<file path="src/htms_pkg.sv">
`timescale 1ns / 1ps

package htms_pkg;

  localparam int unsigned SLOTS_DEFAULT = 64;
  localparam logic [31:0] ID_START      = 32'd8000;
  localparam int unsigned SLOT_SHIFT    = 16;
  localparam int unsigned SLOT_FIELD_W  = 16;

  typedef enum logic [1:0] {
    OP_ALLOC = 2'd0,
    OP_MARK  = 2'd1,
    OP_SWEEP = 2'd2,
    OP_RSVD  = 2'd3
  } op_e;

  typedef enum logic [1:0] {
    ST_OK        = 2'd0,
    ST_FULL      = 2'd1,
    ST_NOT_READY = 2'd2,
    ST_IGNORED   = 2'd3
  } status_e;

  typedef enum logic [1:0] {
    S_IDLE,
    S_EXEC,
    S_SWEEP
  } state_e;

  typedef struct packed {
    op_e         operation;
    logic [3:0]  object_type;
    logic [31:0] root_handle;
  } cmd_t;

  typedef struct packed {
    status_e     status;
    logic [31:0] new_handle;
    logic [6:0]  reclaimed_count;
    logic [6:0]  active_count;
  } rsp_t;

  // one slot of the object table
  typedef struct packed {
    logic        in_use;
    logic        marked;
    logic [3:0]  obj_type;
    logic [31:0] handle;
  } entry_t;

  // free list control from the sequencer
  typedef struct packed {
    logic clear;
    logic push;
    logic pop;
  } fl_ctrl_t;

endpackage

</file>
<file path="src/htms_free_list.sv">
`timescale 1ns / 1ps

module htms_free_list
  import htms_pkg::*;
#(
  parameter int unsigned SLOTS = SLOTS_DEFAULT
) (
  input  logic                     clk_i,
  input  logic                     rst_ni,
  input  fl_ctrl_t                 ctrl_i,
  input  logic [$clog2(SLOTS)-1:0] push_slot_i,
  output logic                     empty_o,
  output logic [$clog2(SLOTS)-1:0] head_slot_o
);

  localparam int unsigned SW = $clog2(SLOTS);
  localparam int unsigned CW = SW + 1;

  logic [CW-1:0] head_q, tail_q;
  logic [SW-1:0] mem_q [SLOTS];
  logic [SW-1:0] rd_q;

  // ascending queue of free slots below the high-water mark
  always_ff @(posedge clk_i or negedge rst_ni) begin
    if (!rst_ni) begin
      head_q <= '0;
      tail_q <= '0;
    end else if (ctrl_i.clear) begin
      head_q <= '0;
      tail_q <= '0;
    end else begin
      if (ctrl_i.push) begin
        tail_q <= tail_q + CW'(1);
      end
      if (ctrl_i.pop) begin
        head_q <= head_q + CW'(1);
      end
    end
  end

  always_ff @(posedge clk_i) begin
    if (ctrl_i.push) begin
      mem_q[tail_q[SW-1:0]] <= push_slot_i;
    end
    rd_q <= mem_q[head_q[SW-1:0]];
  end

  assign empty_o     = (head_q == tail_q);
  assign head_slot_o = rd_q;

endmodule

</file>
<file path="src/handle_table_mark_sweep.sv">
`timescale 1ns / 1ps

// channel      | direction | signals                  | transaction taken when
// -------------+-----------+--------------------------+--------------------------
// command      | in        | cmd_i                    | start high, busy low
// result       | out       | result_o                 | done_o high (one cycle)
// config       | in        | cfg_we_i, cfg_wdata_i    | cfg_we_i high
//
// allocate, mark root, disabled and unused codes: the slot table and free list are read
//   while idle, then modified and written back in the execute state
// sweep: one table read per slot below the high-water mark
// reset: no clearing pass, slots at or above the high-water mark count as free
//   with a zero handle and are never read
// the receiver cannot stall: each result is shown for exactly one cycle

module handle_table_mark_sweep
  import htms_pkg::*;
#(
  parameter int unsigned SLOTS = SLOTS_DEFAULT
) (
  input  logic clk_i,
  input  logic rst_ni,
  input  logic cfg_we_i,
  input  logic cfg_wdata_i,
  input  logic start,
  input  cmd_t cmd_i,
  output logic busy,
  output logic done_o,
  output rsp_t result_o
);

  localparam int unsigned SW = $clog2(SLOTS);
  localparam int unsigned CW = SW + 1;

  state_e        state_q, state_d;
  logic          en_q;
  cmd_t          cmd_q;
  logic [CW-1:0] hwm_q, hwm_d;        // slots ever written form the prefix below this
  logic [CW-1:0] live_q, live_d;
  logic [31:0]   id_q, id_d;
  logic [CW-1:0] rd_idx_q, rd_idx_d;  // next slot the sweep reads
  logic          pv_q, pv_d;          // sweep read data valid this cycle
  logic [SW-1:0] pidx_q, pidx_d;      // slot that the read data belongs to
  logic [CW-1:0] reclaim_q, reclaim_d;
  rsp_t          rsp_q, rsp_d;
  logic          done_q, done_d;

  // slot table memory
  entry_t        tab_q [SLOTS];
  entry_t        tab_rd_q;
  logic          tab_we;
  logic [SW-1:0] tab_waddr, tab_raddr;
  entry_t        tab_wdata;

  // free list
  fl_ctrl_t      fl_ctrl;
  logic          fl_empty;
  logic [SW-1:0] fl_head;
  logic [SW-1:0] fl_push_slot;

  logic          accept;
  logic [16:0]   root_slot;
  logic          root_in_range;
  logic          mark_hit;
  logic          table_full;
  logic [SW-1:0] alloc_slot;
  logic [31:0]   alloc_handle;
  logic          sweep_free;

  assign accept = start && (state_q == S_IDLE);
  assign busy   = (state_q != S_IDLE);

  htms_free_list #(
    .SLOTS(SLOTS)
  ) u_free_list (
    .clk_i      (clk_i),
    .rst_ni     (rst_ni),
    .ctrl_i     (fl_ctrl),
    .push_slot_i(fl_push_slot),
    .empty_o    (fl_empty),
    .head_slot_o(fl_head)
  );

  // table read: root slot straight from the port while idle, scan index while sweeping
  assign tab_raddr = (state_q == S_SWEEP) ? rd_idx_q[SW-1:0]
                                          : cmd_i.root_handle[SLOT_SHIFT +: SW];

  always_ff @(posedge clk_i) begin
    if (tab_we) begin
      tab_q[tab_waddr] <= tab_wdata;
    end
    tab_rd_q <= tab_q[tab_raddr];
  end

  // mark root decode: slots at or above the high-water mark hold a zero handle
  assign root_slot     = 17'(cmd_q.root_handle[SLOT_SHIFT +: SLOT_FIELD_W]);
  assign root_in_range = (root_slot < 17'(hwm_q));
  assign mark_hit      = root_in_range ? (tab_rd_q.handle == cmd_q.root_handle)
                                       : (cmd_q.root_handle == 32'd0);

  // allocate: lowest free slot is the free list head, else the high-water mark
  assign table_full   = fl_empty && (hwm_q == CW'(SLOTS));
  assign alloc_slot   = fl_empty ? hwm_q[SW-1:0] : fl_head;
  assign alloc_handle = id_q | {16'(alloc_slot), 16'd0};

  // sweep: in use and unmarked is reclaimed; any slot not both in use and marked goes on the free list
  assign sweep_free = !(tab_rd_q.in_use && tab_rd_q.marked);

  always_comb begin
    state_d      = state_q;
    hwm_d        = hwm_q;
    live_d       = live_q;
    id_d         = id_q;
    rd_idx_d     = rd_idx_q;
    pv_d         = 1'b0;
    pidx_d       = pidx_q;
    reclaim_d    = reclaim_q;
    done_d       = 1'b0;
    rsp_d        = rsp_q;
    tab_we       = 1'b0;
    tab_waddr    = alloc_slot;
    tab_wdata    = tab_rd_q;
    fl_ctrl      = '0;
    fl_push_slot = pidx_q;

    unique case (state_q)
      S_IDLE: begin
        if (accept) begin
          state_d = S_EXEC;
        end
      end

      S_EXEC: begin
        state_d                = S_IDLE;
        done_d                 = 1'b1;
        rsp_d.status           = ST_OK;
        rsp_d.new_handle       = 32'd0;
        rsp_d.reclaimed_count  = 7'd0;
        rsp_d.active_count     = 7'(live_q);
        if (!en_q) begin
          rsp_d.status = ST_NOT_READY;
        end else begin
          case (cmd_q.operation)
            OP_ALLOC: begin
              if (table_full) begin
                rsp_d.status = ST_FULL;
              end else begin
                tab_we             = 1'b1;
                tab_waddr          = alloc_slot;
                tab_wdata.in_use   = 1'b1;
                tab_wdata.marked   = 1'b0;
                tab_wdata.obj_type = cmd_q.object_type;
                tab_wdata.handle   = alloc_handle;
                fl_ctrl.pop        = !fl_empty;
                if (fl_empty) begin
                  hwm_d = hwm_q + CW'(1);
                end
                id_d                = id_q + 32'd1;
                live_d              = live_q + CW'(1);
                rsp_d.new_handle    = alloc_handle;
                rsp_d.active_count  = 7'(live_q + CW'(1));
              end
            end
            OP_MARK: begin
              if (mark_hit) begin
                // a zero root at or above the high-water mark needs no write
                tab_we           = root_in_range;
                tab_waddr        = cmd_q.root_handle[SLOT_SHIFT +: SW];
                tab_wdata        = tab_rd_q;
                tab_wdata.marked = 1'b1;
              end else begin
                rsp_d.status = ST_IGNORED;
              end
            end
            OP_SWEEP: begin
              state_d       = S_SWEEP;
              done_d        = 1'b0;
              fl_ctrl.clear = 1'b1;
              rd_idx_d      = '0;
              reclaim_d     = '0;
            end
            default: begin
              rsp_d.status = ST_IGNORED;
            end
          endcase
        end
      end

      S_SWEEP: begin
        // read one slot per cycle, write it back the cycle after
        if (rd_idx_q < hwm_q) begin
          pv_d     = 1'b1;
          pidx_d   = rd_idx_q[SW-1:0];
          rd_idx_d = rd_idx_q + CW'(1);
        end
        if (pv_q) begin
          tab_we           = 1'b1;
          tab_waddr        = pidx_q;
          tab_wdata        = tab_rd_q;
          tab_wdata.in_use = tab_rd_q.in_use && tab_rd_q.marked;
          tab_wdata.marked = 1'b0;
          fl_ctrl.push     = sweep_free;
          fl_push_slot     = pidx_q;
          if (tab_rd_q.in_use && !tab_rd_q.marked) begin
            reclaim_d = reclaim_q + CW'(1);
            live_d    = live_q - CW'(1);
          end
        end
        if ((rd_idx_q == hwm_q) && !pv_q) begin
          state_d               = S_IDLE;
          done_d                = 1'b1;
          rsp_d.status          = ST_OK;
          rsp_d.new_handle      = 32'd0;
          rsp_d.reclaimed_count = 7'(reclaim_q);
          rsp_d.active_count    = 7'(live_q);
        end
      end

      default: begin
        state_d = S_IDLE;
      end
    endcase
  end

  always_ff @(posedge clk_i or negedge rst_ni) begin
    if (!rst_ni) begin
      state_q   <= S_IDLE;
      en_q      <= 1'b0;
      hwm_q     <= '0;
      live_q    <= '0;
      id_q      <= ID_START;
      rd_idx_q  <= '0;
      pv_q      <= 1'b0;
      reclaim_q <= '0;
      done_q    <= 1'b0;
    end else begin
      state_q   <= state_d;
      hwm_q     <= hwm_d;
      live_q    <= live_d;
      id_q      <= id_d;
      rd_idx_q  <= rd_idx_d;
      pv_q      <= pv_d;
      reclaim_q <= reclaim_d;
      done_q    <= done_d;
      if (cfg_we_i) begin
        en_q <= cfg_wdata_i;
      end
    end
  end

  // payload registers, no reset
  always_ff @(posedge clk_i) begin
    if (accept) begin
      cmd_q <= cmd_i;
    end
    pidx_q <= pidx_d;
    rsp_q  <= rsp_d;
  end

  assign done_o   = done_q;
  assign result_o = rsp_q;

  // a result is only shown once the sequencer is free again
  a_done_not_busy: assert property (@(posedge clk_i) disable iff (!rst_ni)
    done_o |-> !busy)
    else $error("result shown while busy");

  // live objects all sit below the high-water mark
  a_live_le_hwm: assert property (@(posedge clk_i) disable iff (!rst_ni)
    live_q <= hwm_q)
    else $error("live count above high-water mark");

  a_hwm_bound: assert property (@(posedge clk_i) disable iff (!rst_ni)
    hwm_q <= CW'(SLOTS))
    else $error("high-water mark beyond table");

  // single-step operations finish in the cycle after execute
  a_exec_next: assert property (@(posedge clk_i) disable iff (!rst_ni)
    (state_q == S_EXEC) |=> (done_o || (state_q == S_SWEEP)))
    else $error("execute neither finished nor started a sweep");

  // full only when every slot has been used and none is on the free list
  a_full_hwm: assert property (@(posedge clk_i) disable iff (!rst_ni)
    (done_o && (result_o.status == ST_FULL)) |-> (hwm_q == CW'(SLOTS)))
    else $error("table full reported with free slots left");

endmodule
</file>
<file path="config.mk">
export PLATFORM = sky130hd
export DESIGN_NAME = handle_table_mark_sweep
export DESIGN_NICKNAME = d
export VERILOG_FILES = /design/src/htms_pkg.sv /design/src/htms_free_list.sv /design/src/handle_table_mark_sweep.sv
export SDC_FILE = /design/constraint.sdc
export NUM_CORES = 2
export LEC_CHECK = 0
export ABC_AREA = 0
export BUFFER_PORTS_ARGS = -buffer_cell sky130_fd_sc_hd__buf_4
export CAP_MARGIN = 40
export CELL_PAD_IN_SITES_DETAIL_PLACEMENT = 1
export CELL_PAD_IN_SITES_GLOBAL_PLACEMENT = 2
export CORE_UTILIZATION = 45
export DETAILED_ROUTE_END_ITERATION = 8
export GPL_ROUTABILITY_DRIVEN = 0
export PLACE_DENSITY_LB_ADDON = 0.1
export SKIP_CTS_REPAIR_TIMING = 1
export SKIP_LAST_GASP = 1
export SLEW_MARGIN = 20
export SYNTH_ARGS = -nofsm -noshare
export SYNTH_HDL_FRONTEND = slang
export SYNTH_SLANG_ARGS = --single-unit
</file>
<file path="constraint.sdc">
create_clock -name clk_i -period 7.55 [get_ports clk_i]
set_input_delay 0.755 -clock clk_i [delete_from_list [all_inputs] [get_ports clk_i]]
set_output_delay 0.755 -clock clk_i [all_outputs]
set_load 0.005 [all_outputs]
</file>
==> summary.txt <==
Status
  • Run status: complete, but fails checks
  • Violated checks: design-rule violations

Worst setup path
  • Arrival time at the worst endpoint: 5860 ps
  • Worst path cell trace: inv_1, ha_1, a211oi_1, o21ai_0, a211oi_1, nand4_1, nand3_1, nand4_1, nor2_1, nand2_1, nor2_4, buf_4
  • Data required time of the critical path: 8060 ps
  • CP max stage cell: nor2_4
  • CP peak stage delay: 630 ps
  • Worst setup SP type: flop
  • CP endpoint kind: flop
  • Critical path fanouts, max: 24
  • Crit Path Class: flop to flop

Finish
  • Share of cells above drive strength 1: 27.0%
  • Final cell count without fillers: 9041
  • P&R area growth vs syn: 15.1%
  • Fill cells: 20812
  • Final instance area: 124000 sq um
  • Register Area: 82300 sq um
  • Most frequent cells in the layout: edfxtp_1, mux4_2, nand2_1
  • Final net count: 5723
  • Final core occ: 52.2%
  • Commonest non-fill, non-tap cell in the layout: edfxtp_1
  • Area of the multi-input gates: 25000 sq um

STA
  • Max Slew Vio Count: 0
  • Fmax: 187 MHz
  • Relative slew slack: 38.3%
  • Tmin final: 5340 ps
  • Setup violations, final: 0
  • Setup TNS: 0 ps
  • Setup Skew: 59.7 ps
  • Tcrit/Tclk final: 70.7%
  • Worst-margin pin slew: 920 ps
  • RSZ-0062 raised after global routing: false
  • Final hold violations: 0

Floorplan
  • Die X-Extent: 492 um
  • IO Pins: 93
  • Placeable Area: 238000 sq um
  • Die area: 242000 sq um
  • Die height: 492 um
  • Row cnt: 179
  • Starting density of the core: 45.3%

Hold path
  • Min-delay worst type: primary input to flop

Route
  • Iteration-0 DRC Markers: 4783
  • Wire length per cell: 32.2 um
  • Final wirelength: 291000 um
  • DRT Pass-1 Iters: 7
  • Vias post-DR: 53746
  • Routed Antenna Nets: 0
  • DRC: 42
  • Vias per cell: 5.94

Synth
  • Sequential area share after synthesis: 76.3%
  • Most used DFF post-synth: edfxtp_1
  • Async set-reset flop share out of synthesis: 2.86%
  • Post-synth EDFFs: 2648
  • Synth area leaders: edfxtp_1, mux4_2, dfrtp_1
  • Unique masters post-synth: 73
  • Post-synth top area share: 73.7%
  • Synth warnings: 0
  • Mapped Area: 108000 sq um
  • FF+latch count, synth: 2767
  • Mean post-synth cell area: 20.5 sq um
  • Syn nets: 5338
  • Synthesized instance count: 5270
  • Yosys top cell by area: edfxtp_1

Power and ir drop
  • Worst VDD drop: 0.000228 V
  • Pleak: 39.3 nW
  • Pwr Density: 319 nW/um^2

Clocking
  • Reg clk slew, reported paths: 60 ps
  • Clk_lat worst skew: 930 ps
  • Clock sink total: 2767
  • Number of buffers created by CTS: 311
  • Root Driver: clkbuf_16
  • Longest Clk Path Bufs: 4
  • CTS tree: done
  • H-tree depth: 5

Place
  • Port bufs: 88
  • Placed cell areas: 115000 sq um
  • Dpl cells: 8497
  • Post-DP HPWL: 172000 um

Global route
  • Global-route wire length before repair: 415000 um
  • Largest net degree at the start of global routing: 106
  • Number of global-route vias before repair: 56267
  • Total GRT Usage: 24.1%
  • Global-route congestion overflow total: 0
  • Initial antenna violation count: 12

Run
  • Max cap viols: 0
-- worst max-delay path: cells and delay by family (launching register included) --
family | cells | cell delay (ps)
and+or+nand+nor | 6 | 2680
AOI/OAI and AO/OA | 3 | 770
buffers and inverters | 2 | 740
DFF | 1 | 430
adders and majority gates | 1 | 290
-- routing by layer --
layer	vias to the layer above	part of all wire, %	global-route usage, %
met2	1562	49	39.2
met5	-	0.011	0
met4	4	2.5	6.28
met1	29292	43	33.7
met3	382	5.9	4.42
li1	22506	-	-
-- layout make-up --
type / instances / area share, %
clock buffers: 396 / 6.69
diodes: 5 / 0.0101
flip-flops and latches: 2767 / 66.3
repair buffers: 372 / 2.72
inverters: 25 / 0.0755
multi-input cells: 2178 / 20.1
well taps: 3167 / 3.19
clock inverters: 131 / 0.914
-- Yosys cell counts, drive strengths merged, types with 68 or more instances --
cell type / number
a31oi: 69
a311oi: 68
and2: 178
mux4: 670
nor2: 184
nand2: 345
a211oi: 173
xnor2: 85
clkbuf: 171
buf: 129
edfxtp: 2648
a21oi: 89
dfrtp: 73
-- path summary, 6_finish.rpt --
path | start | endpoint | slack [ps] | depth (start not counted)
max | hwm_q[2] | tab_q[14][8] | 2210 | 12
min | cmd_i[36] | cmd_q[36] | 50 | 1
max reg2reg | hwm_q[2] | tab_q[14][8] | 2210 | 12
min reg2reg | live_q[6] | live_q[6] | 490 | 1
max in group asynchronous | rst_ni | id_q[15] | 6150 | 3
min in group asynchronous | rst_ni | rd_idx_q[0] | 350 | 2
-- flip-flops by register name, indices dropped and copies added (netlist names) --
register                 count
state_q                      2
id_q                        32
reclaim_q                    7
tab_rd_q                    34
live_q                       7
done_o                       1
en_q                         1
cmd_q                       34
u_free_list.head_slot_o      6
u_free_list.tail_q           7
result_o                    48
rd_idx_q                     7
u_free_list.head_q           7
pidx_q                       6
u_free_list.mem_q          384
hwm_q                        7
pv_q                         1
tab_q                     2176
-- power breakdown --
part           internal (mW)  leakage [nW]  switching (mW)
clock                   8.41          4.62            5.88
combinational           1.68          9.26            4.45
sequential              19.0          25.4           0.233
-- cell families (layout without fill, tap and decap cells) --
| logic type | after synthesis | count (layout) | synth area share [%] |
|---|---|---|---|
| buffers and inverters | 325 | 924 | 1.29 |
| XOR/XNOR | 102 | 102 | 0.828 |
| other | 0 | 5 | 0 |
| AND/OR/NAND/NOR | 876 | 876 | 3.96 |
| AO/OA/AOI/OAI | 491 | 491 | 3.26 |
| multiplexers | 684 | 684 | 14.1 |
| flip-flops | 2767 | 2767 | 76.3 |
| adder cells (fa/ha/maj) | 25 | 25 | 0.290 |
-- per-stage QoR --
stage / setup slack [ps] / hold WS [ps] / total power [mW]
3_5_place_dp: 2420 / 481 / 25.7
3_3_place_gp: 2310 / 481 / 25.3
5_1_grt: 2160 / 2.57 / 40.8
6_report: 2210 / 48.2 / 39.6
2_1_floorplan: 2720 / 455 / 22.6
4_1_cts: 2370 / -248 / 40.0
Note: power is estimated with default switching activity, not from simulation.
